**src/rtl/core/qrs_pkg.sv**
```systemverilog
`timescale 1ns / 1ps
`default_nettype none

package qrs_pkg;

    localparam int CW    = 16;
    localparam int FB    = 16;
    localparam int OW    = 40;
    localparam int PW    = 2 * CW;
    localparam int DW    = 2 * CW + 1;
    localparam int SQW   = (DW + 2 * FB + 1) / 2;
    localparam int RADW  = 2 * SQW;
    localparam int REMW  = SQW + 2;
    localparam int NW    = (((CW - 1 + FB) > SQW) ? (CW - 1 + FB) : SQW) + 1;
    localparam int NSW   = NW + 1;
    localparam int DENSW = CW + 2;
    localparam int DMW   = CW + 1;
    localparam int XW    = ((NW > OW) ? NW : OW) + 1;
    localparam int QDEPTH = 2;
    localparam int QAW   = (QDEPTH > 1) ? $clog2(QDEPTH) : 1;
    localparam int QCW   = $clog2(QDEPTH + 1);

    typedef enum logic [2:0] {
        OC_INDET   = 3'd0,
        OC_IMPOSS  = 3'd1,
        OC_LINEAR  = 3'd2,
        OC_TWO     = 3'd3,
        OC_DOUBLE  = 3'd4,
        OC_COMPLEX = 3'd5
    } outcome_t;

    typedef struct packed {
        logic signed [CW-1:0] coef_a;
        logic signed [CW-1:0] coef_b;
        logic signed [CW-1:0] coef_c;
    } in_word_t;

    typedef struct packed {
        outcome_t             outcome;
        logic signed [OW-1:0] first_value;
        logic signed [OW-1:0] second_value;
    } out_word_t;

    // classified equation handed from front to back
    typedef struct packed {
        outcome_t                outcome;
        logic [DW-1:0]           dmag;
        logic signed [NSW-1:0]   nbase;
        logic signed [DENSW-1:0] den;
    } qword_t;

endpackage

`default_nettype wire

```
**src/rtl/core/qrs_front.sv**
```systemverilog
`timescale 1ns / 1ps
`default_nettype none

module qrs_front
    import qrs_pkg::*;
(
    input  wire logic     clk,
    input  wire logic     rst_n,
    input  wire logic     coef_valid,
    output logic          coef_ready,
    input  wire in_word_t coef,
    output logic          push_valid,
    input  wire logic     push_ready,
    output qword_t        push_word
);

    typedef struct packed {
        logic signed [CW-1:0] a;
        logic signed [CW-1:0] b;
        logic signed [CW-1:0] c;
        logic [PW-1:0]        bb;
        logic [PW-1:0]        ac;
        logic                 ac_neg;
    } f1_t;

    logic   adv;
    logic   s1_vld_reg;
    logic   s2_vld_reg;
    f1_t    s1_reg;
    f1_t    s1_next;
    qword_t s2_reg;
    qword_t s2_next;

    logic [CW-1:0] ma;
    logic [CW-1:0] mb;
    logic [CW-1:0] mc;
    logic [DW-1:0] bbx;
    logic [DW-1:0] ac4;

    assign adv        = !s2_vld_reg || push_ready;
    assign coef_ready = adv;
    assign push_valid = s2_vld_reg;
    assign push_word  = s2_reg;

    always_comb
    begin
        ma = coef.coef_a[CW-1] ? CW'(-coef.coef_a) : CW'(coef.coef_a);
        mb = coef.coef_b[CW-1] ? CW'(-coef.coef_b) : CW'(coef.coef_b);
        mc = coef.coef_c[CW-1] ? CW'(-coef.coef_c) : CW'(coef.coef_c);
        s1_next.a      = coef.coef_a;
        s1_next.b      = coef.coef_b;
        s1_next.c      = coef.coef_c;
        s1_next.bb     = PW'(mb) * PW'(mb);
        s1_next.ac     = PW'(ma) * PW'(mc);
        s1_next.ac_neg = coef.coef_a[CW-1] != coef.coef_c[CW-1];
    end

    always_comb
    begin
        bbx = DW'(s1_reg.bb);
        ac4 = DW'({s1_reg.ac, 2'b00});
        s2_next.dmag  = '0;
        s2_next.nbase = -(NSW'(s1_reg.b) <<< FB);
        s2_next.den   = DENSW'(s1_reg.a) <<< 1;
        if (s1_reg.a == '0)
        begin
            s2_next.den   = DENSW'(s1_reg.b);
            s2_next.nbase = -(NSW'(s1_reg.c) <<< FB);
            if (s1_reg.b != '0)
                s2_next.outcome = OC_LINEAR;
            else if (s1_reg.c == '0)
                s2_next.outcome = OC_INDET;
            else
                s2_next.outcome = OC_IMPOSS;
        end
        else if (s1_reg.ac_neg)
        begin
            s2_next.dmag    = bbx + ac4;
            s2_next.outcome = (s2_next.dmag == '0) ? OC_DOUBLE : OC_TWO;
        end
        else if (bbx > ac4)
        begin
            s2_next.dmag    = bbx - ac4;
            s2_next.outcome = OC_TWO;
        end
        else if (bbx == ac4)
        begin
            s2_next.outcome = OC_DOUBLE;
        end
        else
        begin
            s2_next.dmag    = ac4 - bbx;
            s2_next.outcome = OC_COMPLEX;
        end
    end

    always_ff @(posedge clk or negedge rst_n)
    begin
        if (!rst_n)
        begin
            s1_vld_reg <= 1'b0;
            s2_vld_reg <= 1'b0;
        end
        else if (adv)
        begin
            s1_vld_reg <= coef_valid;
            s2_vld_reg <= s1_vld_reg;
        end
    end

    always_ff @(posedge clk)
    begin
        if (adv)
        begin
            s1_reg <= s1_next;
            s2_reg <= s2_next;
        end
    end

endmodule

`default_nettype wire

```
**config.mk**
```make
export PLATFORM = sky130hd
export DESIGN_NAME = qrs_front
export DESIGN_NICKNAME = d
export VERILOG_FILES = /design/src/rtl/core/qrs_pkg.sv /design/src/rtl/core/qrs_front.sv
export SDC_FILE = /design/constraint.sdc
export NUM_CORES = 1
export LEC_CHECK = 0
export ABC_AREA = 0
export BUFFER_PORTS_ARGS = -buffer_cell sky130_fd_sc_hd__buf_2
export CORE_AREA = 2 2 225 227
export CTS_CLUSTER_SIZE = 20
export DETAILED_ROUTE_END_ITERATION = 8
export DIE_AREA = 0 0 227 229
export HOLD_SLACK_MARGIN = 0.05
export PLACE_DENSITY = 0.76
export SLEW_MARGIN = 15
export SYNTH_ARGS = -nofsm -noshare
export SYNTH_HDL_FRONTEND = slang
export SYNTH_SLANG_ARGS = --single-unit
```
**constraint.sdc**
```tcl
create_clock -name clk -period 5.6 [get_ports clk]
set_input_delay 0.28 -clock clk [delete_from_list [all_inputs] [get_ports clk]]
set_output_delay 0.28 -clock clk [all_outputs]
set_load 0.05 [all_outputs]
```
==> impl_metrics.csv <==
group,metric,value,unit
outcome,status,"finished, violations left",
outcome,violations,"setup timing",
worst_hold_path,hold_path_class,"in2reg",
layout,final_common_cell,"inv_1",
clock_tree,cts_buffers,17,
synthesis,synthCells,3162,
synthesis,synth.ff_latch_count,184,
timing,setup_viol,42,
clock_tree,cts_tree,"done",
timing,period_share,1.284,
layout,diodes,0,
synthesis,ys.flop_type,"edfxtp_1",
synthesis,synthAdderAreaFrac,0.3815,
layout,layout-drive-gt1-share,0.2511,
worst_setup_path,critPathMaxStageDelay,0.56,ns
drt,drc,0,
layout,final_cell_mix,"inv_1 (522), buf_4 (467), fa_1 (355), nor2_1 (289), nand2_1 (278)",
synthesis,netlist_area,0.02850,mm2
timing,fin_skew,0.01719,ns
synthesis,synth-edff-count,182,
timing,drv_slew,0,
worst_setup_path,critical_path.max_fanout,3,
layout,largest_reg_flops,72,
worst_setup_path,critPathSlowestCell,"or4_4",
timing,final-hold-violation-count,0,
clock_tree,clock_path_buffers,2,
drt,drt-total-wl,97270,um
timing,min_period,7.188,ns
layout,nets,4451,
timing,max_slew_margin,0.2544,
synthesis,ys_seq_area_frac,0.1935,
floorplan,io_pins,143,
synthesis,muxShareOfSynthArea,0.008210,
drt,via_per_inst,5.811,
synthesis,synthArstFlopShare,0.01087,
clock_tree,clock_sinks,184,
worst_setup_path,cp.arrival,7.43,ns
timing,rsz0062_at_grt,"true",
layout,layout.cells.non_filler,4431,
synthesis,synth_cell_types,94,
layout,syn2layout_area_growth,26.31,%
placed_design,gp_congestion,1.047,
layout,multi_input_area,0.02193,mm2
clock_tree,clk_latency,0.51,ns
clock_tree,cts_root_buf,"clkbuf_16",
timing,worstMarginPinSlew,1.117,ns
synthesis,yosysWarnings,0,
floorplan,dieWidth,227,um
floorplan,fp.dieH,229,um
global_route,overflow,0,
timing,max_freq,139.1,MHz
run,drv_cap,0,
drt,antenna_left,0,
layout,register_area,0.005515,mm2
synthesis,synth-simple-area-share,0.1449,
synthesis,avgSynthCellArea,9.013,um2
placed_design,dp_slack,-2.313,ns
global_route,first_global_vias,26910,
drt,via_count,25747,
timing,setup_ws,-1.588,ns
placed_design,dp.cells,4326,
synthesis,synth_xor_area_frac,0.05194,
worst_setup_path,cpMostUsedCell,"fa_1",
worst_setup_path,crit_required,5.84,ns
floorplan,initial_core_util,0.5739,
floorplan,dieArea,0.05198,mm2
floorplan,core,0.04966,mm2
synthesis,synth_top_family_by_area,"adder cells",
layout,fillCellCount,3644,
global_route,grt_pass1_wl,148800,um
drt,wl_per_cell,21.95,um
worst_setup_path,crit_type,"in2reg",
global_route,grt_usage,0.3787,
synthesis,synth_compound_area_frac,0.1284,
global_route,antenna_found_initial,1,
clock_tree,htreeDepth,4,
worst_setup_path,critPathLaunchType,"input port",
floorplan,placementRows,82,
global_route,grt_max_degree,129,
clock_tree,clk_pin_slew_worst_paths,0.08,ns
drt,detailedRoute.firstPassIterationCount,6,
worst_setup_path,worstSetupEndpointType,"flop",
placed_design,dpl.hpwl,78090,um
placed_design,io_buffer_count,126,
drt,drtIter0Drc,1996,
-- kinds of logic after synthesis --
kind of cell	Yosys count
flip-flops	184
other	2
AND/OR/NAND/NOR	906
multiplexers	23
XOR/XNOR	169
adder cells (fa/ha/maj)	653
buffers and inverters	672
AO/OA/AOI/OAI	553
-- Yosys cell counts (6+ instances only) --
master / count / area [um2]
and3_1: 9 / 56.30
o221ai_1: 8 / 70.07
o31ai_1: 19 / 142.6
or3_1: 29 / 181.4
clkinv_1: 6 / 22.52
nor4_1: 16 / 100.1
o21a_1: 20 / 150.1
o2111ai_1: 9 / 78.83
nand2b_1: 24 / 150.1
fa_1: 360 / 7207
a221oi_1: 8 / 70.07
xnor2_1: 111 / 972.2
o31a_1: 9 / 78.83
nor3_1: 52 / 260.3
nor2_1: 313 / 1175
or2_2: 8 / 50.05
a21boi_0: 6 / 45.04
o211ai_1: 14 / 105.1
o21bai_1: 22 / 165.2
nand2_1: 302 / 1134
nand3_1: 42 / 210.2
o41ai_1: 7 / 61.31
a211oi_1: 13 / 97.59
a21o_1: 58 / 435.4
nand4_1: 21 / 131.4
xor2_1: 58 / 508.0
a21oi_1: 157 / 785.8
and2_1: 25 / 156.4
clkbuf_1: 85 / 319.1
o21ai_0: 97 / 485.5
inv_1: 554 / 2079
ha_1: 293 / 3666
a311oi_1: 7 / 61.31
edfxtp_1: 182 / 5465
a31oi_1: 16 / 100.1
o21ai_1: 7 / 35.03
nor2b_1: 25 / 156.4
mux2i_1: 20 / 200.2
o22ai_1: 13 / 81.33
or4_1: 7 / 52.55
buf_4: 17 / 127.6
-- through the flow --
step	instance area, um2	util	setup TNS [ns]	hold WS, ns
after CTS	35420	0.7133	-34.50	0.05595
after global placement	33740	0.6795	-60.24	0.06402
after floorplan	29330	-	-39.82	-0.01559
final	36000	0.7249	-40.74	0.07795
after detailed placement	33740	0.6795	-66.81	0.07149
after global routing	36000	0.7249	-49.87	0.06930
-- worst max-delay path: cells and delay by family --
family	cells	cell delay, ns
AOI/OAI and AO/OA	8	1.73
adders and majority gates	7	3.14
xor gates and xnor gates	2	0.30
buffers and inverters	7	0.42
and+or+nand+nor	7	1.54
-- repair_timing --
| item | CTS | global route |
|---|---|---|
| resized for setup | 134 | 97 |
| hold endpoints to repair | 8 | 0 |
| endpoints found under the setup margin | 42 | 44 |
| setup buffers | 43 | 31 |
| gates cloned | 0 | 0 |
| pin swaps | 99 | 75 |
| hold buffers | 7 | 0 |
-- final cells by class --
class / instances / area share
inverter: 561 / 0.05972
tap: 672 / 0.02336
multi-input combinational: 2331 / 0.6093
timing repair buffer: 651 / 0.1373
sequential: 184 / 0.1532
clock buffer: 17 / 0.01182
clock inverter: 15 / 0.005283
-- metal layers --
metal	track usage	wire, um
met5	0	0
met2	0.6061	45020
met1	0.4832	37810
met4	0.1914	5672
met3	0.08428	8773
-- worst paths after layout --
path / from / to / slack, ns / depth (start not counted)
setup / recovery: coef[18] / bbx[31]$_DFFE_PP_ / -1.59 / 31
hold / removal: coef[9] / s1_reg[74]$_DFFE_PP_ / 0.08 / 2
setup reg to reg: bbx[2]$_DFFE_PP_ / push_word[86]$_DFFE_PP_ / 0.81 / 13
hold reg to reg: s1_vld_reg$_DFFE_PN0P_ / push_valid$_DFFE_PN0P_ / 0.48 / 1
max in group asynchronous: rst_n / s1_vld_reg$_DFFE_PN0P_ / 5.40 / 2
min in group asynchronous: rst_n / push_valid$_DFFE_PN0P_ / 0.10 / 2
Power is not shown: default switching activity piles up to over one toggle a cycle in this logic, so the estimate is an artifact.
