### src/rtl/core/qrs_pkg.sv
`timescale 1ns / 1ps
`default_nettype none

package qrs_pkg;

    localparam int CW    = 16;
    localparam int FB    = 16;
    localparam int OW    = 40;
    localparam int PW    = 2 * CW;
    localparam int DW    = 2 * CW + 1;
    localparam int SQW   = (DW + 2 * FB + 1) / 2;
    localparam int RADW  = 2 * SQW;
    localparam int REMW  = SQW + 2;
    localparam int NW    = (((CW - 1 + FB) > SQW) ? (CW - 1 + FB) : SQW) + 1;
    localparam int NSW   = NW + 1;
    localparam int DENSW = CW + 2;
    localparam int DMW   = CW + 1;
    localparam int XW    = ((NW > OW) ? NW : OW) + 1;
    localparam int QDEPTH = 2;
    localparam int QAW   = (QDEPTH > 1) ? $clog2(QDEPTH) : 1;
    localparam int QCW   = $clog2(QDEPTH + 1);

    typedef enum logic [2:0] {
        OC_INDET   = 3'd0,
        OC_IMPOSS  = 3'd1,
        OC_LINEAR  = 3'd2,
        OC_TWO     = 3'd3,
        OC_DOUBLE  = 3'd4,
        OC_COMPLEX = 3'd5
    } outcome_t;

    typedef struct packed {
        logic signed [CW-1:0] coef_a;
        logic signed [CW-1:0] coef_b;
        logic signed [CW-1:0] coef_c;
    } in_word_t;

    typedef struct packed {
        outcome_t             outcome;
        logic signed [OW-1:0] first_value;
        logic signed [OW-1:0] second_value;
    } out_word_t;

    // classified equation handed from front to back
    typedef struct packed {
        outcome_t                outcome;
        logic [DW-1:0]           dmag;
        logic signed [NSW-1:0]   nbase;
        logic signed [DENSW-1:0] den;
    } qword_t;

endpackage

`default_nettype wire

### src/rtl/core/qrs_fifo.sv
`timescale 1ns / 1ps
`default_nettype none

module qrs_fifo
    import qrs_pkg::*;
(
    input  wire logic   clk,
    input  wire logic   rst_n,
    input  wire logic   push_valid,
    output logic        push_ready,
    input  wire qword_t push_word,
    output logic        pop_valid,
    input  wire logic   pop_ready,
    output qword_t      pop_word
);

    qword_t         mem [QDEPTH];
    logic [QAW-1:0] wr_ptr_reg;
    logic [QAW-1:0] rd_ptr_reg;
    logic [QCW-1:0] count_reg;
    logic           do_push;
    logic           do_pop;

    assign push_ready = count_reg != QCW'(QDEPTH);
    assign pop_valid  = count_reg != '0;
    assign pop_word   = mem[rd_ptr_reg];
    assign do_push    = push_valid && push_ready;
    assign do_pop     = pop_valid && pop_ready;

    function automatic logic [QAW-1:0] ptr_inc(input logic [QAW-1:0] p);
        return (p == QAW'(QDEPTH - 1)) ? '0 : p + 1'b1;
    endfunction

    always_ff @(posedge clk or negedge rst_n)
    begin
        if (!rst_n)
        begin
            wr_ptr_reg <= '0;
            rd_ptr_reg <= '0;
            count_reg  <= '0;
        end
        else
        begin
            if (do_push)
                wr_ptr_reg <= ptr_inc(wr_ptr_reg);
            if (do_pop)
                rd_ptr_reg <= ptr_inc(rd_ptr_reg);
            if (do_push && !do_pop)
                count_reg <= count_reg + 1'b1;
            else if (do_pop && !do_push)
                count_reg <= count_reg - 1'b1;
        end
    end

    always_ff @(posedge clk)
    begin
        if (do_push)
            mem[wr_ptr_reg] <= push_word;
    end

endmodule

`default_nettype wire

### config.mk
export PLATFORM = sky130hd
export DESIGN_NAME = qrs_fifo
export DESIGN_NICKNAME = d
export VERILOG_FILES = /design/src/rtl/core/qrs_pkg.sv /design/src/rtl/core/qrs_fifo.sv
export SDC_FILE = /design/constraint.sdc
export NUM_CORES = 1
export LEC_CHECK = 0
export BUFFER_PORTS_ARGS = -buffer_cell sky130_fd_sc_hd__buf_2
export CORE_UTILIZATION = 37
export CTS_CLUSTER_SIZE = 25
export DETAILED_ROUTE_END_ITERATION = 8
export HOLD_SLACK_MARGIN = 0.08
export SYNTH_ARGS = -nofsm -noshare
export SYNTH_HDL_FRONTEND = slang
export SYNTH_SLANG_ARGS = --single-unit
### constraint.sdc
create_clock -name clk -period 6.19 [get_ports clk]
set_input_delay 1.238 -clock clk [delete_from_list [all_inputs] [get_ports clk]]
set_output_delay 1.238 -clock clk [all_outputs]
set_load 0.05 [all_outputs]
==> results.txt, run 1 <==
----------------------------------------------------
[Finish]
  Number of flip-flops in the largest register ... 178
  Fraction of final layout cells sized beyond drive strength 1 ... 60.9%
  Area added between synthesis and finish ... 22.8%
  Final design instance area without fill ... 8680 µm²
  Final standard cell utilization of the core ... 46.4%
  Final antenna diode count ... 0
  Post-layout nets ... 586

[Worst hold path]
  Worst Hold Class ... register to register

[Power]
  Comb power frac ... 43.2%
  Maximum vdd drop ... 0.261 mV
  Internal power of the cells ... 2.91 mW
  Clock power frac ... 20.2%
  Psw ... 1.99 mW
  Part of the total power dissipated in sequential elements ... 36.6%
  Post-layout total power ... 4.91 mW
  Leakage ... 3.47 nW
  Share of total power consumed by net switching ... 40.6%
  Power per unit of standard cell area ... 566 nW/µm²

[Clocking]
  Largest buffer count on any clock path ... 2
  Clk Latency, worst-skew pair ... 0.42 ns
  Number of H-tree levels ... 4
  Clock buffers created by TritonCTS ... 17
  Register clock-pin slew on the reported worst setup and hold paths ... 0.06 ns
  Hold-fix buffer count after cts ... 0
  CTS tree ... done
  Buffer count from post-CTS setup fixing ... 0
  Root Buffer ... sky130_fd_sc_hd__clkbuf_16
  TritonCTS Sinks ... 182
  # resized after CTS ... 0

[Synthesis]
  Mux contribution to synthesized area ... 18.9%
  Compound-cell area share of the yosys netlist ... 0%
  Net Count, Synth ... 389
  Post-synthesis instance area ... 7070 µm²
  Combinational family with the most area after synthesis ... multiplexers
  Adder and majority cell fraction of the synthesized area ... 0.177%
  Synthesized area per cell ... 24.0 µm²
  Post-synthesis simple-gate area fraction ... 0.478%
  Xor-xnor portion of the synthesized cell area ... 0.620%
  Main area contributors after synthesis ... sky130_fd_sc_hd__edfxtp_1 76%, sky130_fd_sc_hd__mux2_4 19%, sky130_fd_sc_hd__buf_12 2.5%
  Most common cell in the netlist ... sky130_fd_sc_hd__edfxtp_1
  Total number of yosys warnings ... 0
  Async set-or-reset flop fraction in the synthesized netlist ... 2.20%
  Library cell with the largest summed area after synthesis ... sky130_fd_sc_hd__edfxtp_1
  Post-synthesis cell count ... 295
  Share of synthesized area occupied by flip-flops and latches ... 77.1%
  Synth Flop Type ... sky130_fd_sc_hd__edfxtp_1
  Number of storage elements in the synthesis netlist ... 182
  Count of flip-flops with a built-in enable after synthesis ... 178
  Unique masters post-synth ... 14
  Top cells by instance count after synthesis ... 178 x sky130_fd_sc_hd__edfxtp_1, 89 x sky130_fd_sc_hd__mux2_4, 9 x sky130_fd_sc_hd__buf_12, 4 x sky130_fd_sc_hd__dfrtp_1, 3 x sky130_fd_sc_hd__xnor2_1
  Top cell type's share of synthesized area ... 75.6%

[Timing]
  Tightest Pin Transition ... 0.852 ns
  Post-layout minimum cycle time ... 3.61 ns
  Worst relative slew slack ... 43.2%
  Total negative setup slack ... 0 ns
  Final Max Tran Viols ... 0
  Max Fclk ... 277 MHz
  Unrepaired setup endpoints after global routing ... no
  Setup violation total in the final timing report ... 0
  Endpoints failing hold ... 0
  Skew final ... 0.00751 ns
  Period Utilization, post-route ... 58.4%

[Detailed routing]
  Post-DRT Antenna Nets ... 0
  Via count ... 3326
  First-pass detailed-route iteration total ... 4
  First-iteration detailed-routing DRC count ... 161
  Drt wl/cell ... 16.3 µm
  Post-route DRC violation count ... 0
  Post-detailed-route via-to-cell ratio ... 4.51
  Wirelength, routed ... 12.0 mm

[Global routing]
  Largest net degree at the start of global routing ... 60
  Antenna violations before repair ... 0
  Total routing resource utilization after global routing ... 12.6%
  First-pass GRT wire length ... 18.5 mm
  GRT overflow ... 0
  Vias in the first global route ... 3539

[Floorplan]
  Chip width ... 140 µm
  Area of the core ... 18700 µm²
  Effective utilization at floorplan ... 37.8%
  Die height ... 140 µm
  Placement Rows ... 50
  IO Count ... 184
  Floorplan die area ... 19700 µm²

[Worst setup path]
  Worst path required time ... 4.95 ns
  Maximum fanout count along the critical path ... 38
  Kind of start point of the critical path ... register
  Crit path DAT ... 2.37 ns
  Kind of critical path ... register to primary output
  Critical Path Sink Type ... primary output

[Placement]
  Sum of net half-perimeters after detailed placement ... 7.69 mm
  Final weighted congestion in routability-driven placement ... 0.674
  Port buffer count ... 183
  Placed cell area ... 8140 µm²

[Run status]
  Outcome ... finished, final reports clean

[Job]
  Max-cap violations ... 0

----------------------------------------------------
## worst paths after layout
kind	startpoint	endpoint	slack, ns	cells past startpoint
worst max-delay path	rd_ptr_reg$_DFFE_PN0P_	pop_word[3]	2.58	3
worst min-delay path	count_reg[1]$_DFFE_PN0P_	count_reg[1]$_DFFE_PN0P_	0.51	1
worst max register to register	count_reg[0]$_DFFE_PN0P_	mem[1][51]$_DFFE_PP_	3.95	3
worst min register to register	count_reg[1]$_DFFE_PN0P_	count_reg[1]$_DFFE_PN0P_	0.51	1
max in group asynchronous	rst_n	rd_ptr_reg$_DFFE_PN0P_	5.41	1
min in group asynchronous	rst_n	wr_ptr_reg$_DFFE_PN0P_	0.63	1
## power by group through the flow
stage	registers [mW]	clock network, mW	logic (mW)
finish	1.80	0.993	2.12
global route	1.82	1.07	2.22
CTS	1.80	1.02	2.15
detailed placement	1.83	0	2.15
global placement	1.81	0	2.14
floorplan	1.79	0	1.90
## through the flow
step                      worst slack, ns  hold WS, ns  instances
after floorplan                     0.592        0.456        295
after global placement               3.01        0.476        707
after detailed placement             2.99        0.509        707
after CTS                            2.53        0.517        738
after global routing                 2.47        0.537        738
final                                2.58        0.512        738
## cell type report
| type | count | area, µm² |
|---|---|---|
| multi-input combinational | 102 | 1440 |
| sequential | 182 | 5450 |
| clock inverter | 12 | 108 |
| timing repair buffer | 188 | 953 |
| fill | 1602 | 10000 |
| clock buffer | 19 | 433 |
| tap | 234 | 293 |
| inverter | 1 | 3.75 |
## layout by cell type (no fill, tap or decap)
| cell type | instances |
|---|---|
| sky130_fd_sc_hd__xor2_1 | 2 |
| sky130_fd_sc_hd__clkinv_2 | 1 |
| sky130_fd_sc_hd__nand2_1 | 2 |
| sky130_fd_sc_hd__xnor2_1 | 3 |
| sky130_fd_sc_hd__bufinv_16 | 1 |
| sky130_fd_sc_hd__clkbuf_1 | 2 |
| sky130_fd_sc_hd__inv_1 | 1 |
| sky130_fd_sc_hd__or2_1 | 1 |
| sky130_fd_sc_hd__nor2_1 | 1 |
| sky130_fd_sc_hd__clkinv_4 | 3 |
| sky130_fd_sc_hd__nor2_4 | 1 |
| sky130_fd_sc_hd__clkbuf_16 | 17 |
| sky130_fd_sc_hd__ha_1 | 1 |
| sky130_fd_sc_hd__mux2_4 | 89 |
| sky130_fd_sc_hd__clkinv_1 | 2 |
| sky130_fd_sc_hd__edfxtp_1 | 178 |
| sky130_fd_sc_hd__inv_6 | 1 |
| sky130_fd_sc_hd__dfrtp_4 | 1 |
| sky130_fd_sc_hd__buf_2 | 183 |
| sky130_fd_sc_hd__dfrtp_1 | 3 |
| sky130_fd_sc_hd__nand2b_1 | 1 |
| sky130_fd_sc_hd__clkinvlp_4 | 4 |
| sky130_fd_sc_hd__buf_4 | 5 |
| sky130_fd_sc_hd__and3_4 | 1 |
## critical path, cell delays in order, from the launching register on
cell and delay (ns):
sky130_fd_sc_hd__dfrtp_4 0.70, sky130_fd_sc_hd__buf_4 0.65, sky130_fd_sc_hd__mux2_4 0.36, sky130_fd_sc_hd__buf_2 0.21
## cell families after synthesis
kind of cell,Yosys count
XOR/XNOR,5
adder cells (fa/ha/maj),1
buffers and inverters,11
flip-flops,182
multiplexers,89
AND/OR/NAND/NOR,7
## layer usage
layer  global-route usage [%]  up-vias  part of all wire (%)
li1                         -     1552                     -
met3                     4.62       11                   6.9
met5                        0        -                     0
met2                     21.9      120                    52
met4                     3.99        0                  0.79
met1                     14.4     1643                    41
(Power assumes the default switching activity.)
==> run 2: changes to the inputs <==
ABC_AREA = 1   (was not set)
clock period = 3.6 ns   (was 6.19 ns; I/O delays follow)
==> run 2 against run 1 <==
Against the previous run: non-clock buffer count shrank 1; via count rose by 25%; first-iteration DRC count grew 13%; count of clock-buffer cells in the layout is 6 higher; final cell count rose by 25%; sequential share of layout area is 2.0 points higher; largest cell class unchanged.
==> results.txt, run 2 <==
----------------------------------------------------
[Timing]
  Max Fclk ... 338 MHz
  Tightest Pin Transition ... 0.752 ns
  Period Utilization, post-route ... 82.1%
  Setup violation total in the final timing report ... 0
  Endpoints failing hold ... 0
  Skew final ... 0.00917 ns
  Post-layout minimum cycle time ... 2.96 ns
  Worst hold-check slack ... 0.108 ns
  Final Max Tran Viols ... 0
  Worst relative slew slack ... 49.9%
  Unrepaired setup endpoints after global routing ... no

[Detailed routing]
  Drt wl/cell ... 14.5 µm
  Post-DRT Antenna Nets ... 0
  Wirelength, routed ... 13.4 mm
  Post-route DRC violation count ... 0
  First-pass detailed-route iteration total ... 4
  First-iteration detailed-routing DRC count ... 182
  Post-detailed-route via-to-cell ratio ... 4.49
  Via count ... 4143

[Global routing]
  Largest net degree at the start of global routing ... 91
  GRT overflow ... 0
  Total routing resource utilization after global routing ... 14.4%
  Antenna violations before repair ... 1
  Vias in the first global route ... 4091
  First-pass GRT wire length ... 20.1 mm

[Placement]
  Sum of net half-perimeters after detailed placement ... 8.29 mm
  Final weighted congestion in routability-driven placement ... 0.714
  Port buffer count ... 183
  Placed cell area ... 7840 µm²

[Synthesis]
  Synthesized area per cell ... 13.7 µm²
  Synth Flop Type ... sky130_fd_sc_hd__edfxtp_1
  Library cell with the largest summed area after synthesis ... sky130_fd_sc_hd__edfxtp_1
  Post-synthesis cell count ... 493
  Share of synthesized area occupied by flip-flops and latches ... 80.6%
  Net Count, Synth ... 587
  Post-synthesis instance area ... 6750 µm²
  Number of storage elements in the synthesis netlist ... 182
  Top cell type's share of synthesized area ... 79.2%
  Unique masters post-synth ... 13
  Main area contributors after synthesis ... sky130_fd_sc_hd__edfxtp_1 79%, sky130_fd_sc_hd__nand2_1 15%, sky130_fd_sc_hd__buf_6 1.7%
  Total number of yosys warnings ... 0
  Async set-or-reset flop fraction in the synthesized netlist ... 2.20%
  Most common cell in the netlist ... sky130_fd_sc_hd__nand2_1
  Top cells by instance count after synthesis ... 277 x sky130_fd_sc_hd__nand2_1, 178 x sky130_fd_sc_hd__edfxtp_1, 10 x sky130_fd_sc_hd__buf_6, 9 x sky130_fd_sc_hd__buf_4, 6 x sky130_fd_sc_hd__inv_1
  Count of flip-flops with a built-in enable after synthesis ... 178

[Clocking]
  TritonCTS Sinks ... 182
  Hold-fix buffer count after cts ... 0
  CTS tree ... done
  Buffer count from post-CTS setup fixing ... 0
  Root Buffer ... sky130_fd_sc_hd__clkbuf_16
  Register clock-pin slew on the reported worst setup and hold paths ... 0.06 ns
  Clk Latency, worst-skew pair ... 0.42 ns
  Largest buffer count on any clock path ... 2
  Number of H-tree levels ... 4
  # resized after CTS ... 0
  Clock buffers created by TritonCTS ... 17

[Finish]
  Multi-input logic area ... 1110 µm²
  Area added between synthesis and finish ... 24.5%
  Top library cells by usage in the layout, fill and taps aside ... 277 x sky130_fd_sc_hd__nand2_1, 183 x sky130_fd_sc_hd__buf_2, 178 x sky130_fd_sc_hd__edfxtp_1
  Area used by sequential logic in the layout ... 5450 µm²
  Final design instance area without fill ... 8410 µm²
  Fraction of final layout cells sized beyond drive strength 1 ... 31.3%
  Fill cell instance count of the final layout ... 1647
  Most common cell after layout, fill and taps aside ... sky130_fd_sc_hd__nand2_1
  Final antenna diode count ... 0
  Final standard cell utilization of the core ... 47.0%
  Number of flip-flops in the largest register ... 178
  Post-layout nets ... 774

[Floorplan]
  Floorplan die area ... 18800 µm²
  Effective utilization at floorplan ... 37.7%
  Die height ... 137 µm
  Area of the core ... 17900 µm²
  Placement Rows ... 49
  Chip width ... 137 µm
  IO Count ... 184

[Worst setup path]
  Maximum fanout count along the critical path ... 50
  Most repeated library cell on the critical path ... sky130_fd_sc_hd__nand2_1
  Slowest Stage Delay on Critical Path ... 0.81 ns
  Kind of start point of the critical path ... register
  Max stage delay cell, worst path ... sky130_fd_sc_hd__dfrtp_4
  Crit path DAT ... 2.24 ns
  Kind of critical path ... register to primary output
  Critical Path Sink Type ... primary output
  Worst path required time ... 2.88 ns
  Critical-path cell list ... buf_4, nand2_1, nand2_1, buf_2

[Worst hold path]
  Worst Hold Class ... input port to async pin

[Job]
  Max-cap violations ... 0

[Run status]
  Outcome ... finished, final reports clean

----------------------------------------------------
run 2: cell types whose count changed after synthesis, sizes merged, moves of 2 or more:
cell,before,now
inv,1,7
xnor2,3,1
mux2,89,0
nand3,0,2
buf,10,19
nand2,2,277
run 2: path summary, 6_finish.rpt:
| kind | cells after the start | endpoint | slack (ns) | from |
|---|---|---|---|---|
| max | 4 | pop_word[63] | 0.64 | rd_ptr_reg$_DFFE_PN0P_ |
| min | 1 | count_reg[1]$_DFFE_PN0P_ | 0.11 | rst_n |
| max reg2reg | 5 | mem[0][65]$_DFFE_PP_ | 1.69 | count_reg[0]$_DFFE_PN0P_ |
| min reg2reg | 1 | count_reg[0]$_DFFE_PN0P_ | 0.51 | count_reg[0]$_DFFE_PN0P_ |
| max in group asynchronous | 1 | rd_ptr_reg$_DFFE_PN0P_ | 3.35 | rst_n |
| min in group clk | 1 | mem[0][25]$_DFFE_PP_ | 0.49 | push_word[25] |
run 2: area by class of cell:
type                       count  share of cell area, %
sequential                   182                   64.8
clock inverter                 7                   1.16
timing repair buffer         187                   11.4
inverter                       7                  0.402
clock buffer                  25                   5.65
multi-input combinational    285                   13.2
tap                          229                   3.41
run 2: routing by layer:
metal	vias up	routed length [µm]	GRT usage [%]
met2	125	6650	24.4
met5	-	0	0
met3	11	1060	6.26
li1	2028	-	-
met1	1979	5560	16.3
met4	0	136	4.88
run 2: worst max-delay path: cells and delay by family, from the launching register on:
kind / cells / cell delay (ns)
buf+inv: 2 / 0.78
simple gates: 2 / 0.21
flops: 1 / 0.81
run 2: logic make-up (layout without fill, tap and decap cells):
logic type,after synthesis,count (layout),share of synthesized area (%)
buffers and inverters,26,226,3.17
and+or+nand+nor,282,282,15.7
DFF,182,182,80.6
xor gates and xnor gates,2,2,0.259
adders and majority gates,1,1,0.185
run 2: through the flow:
stage,setup slack (ns),cells,TNS [ns]
2_1_floorplan,-0.190,493,-33.82
3_3_place_gp,1.08,890,0
3_5_place_dp,1.05,890,0
4_1_cts,0.583,922,0
5_1_grt,0.473,922,0
6_report,0.645,922,0
Power of run 2 is left out: the tool's default activity adds up to more than one toggle a clock period on the data nets, which glitch-free logic cannot reach.
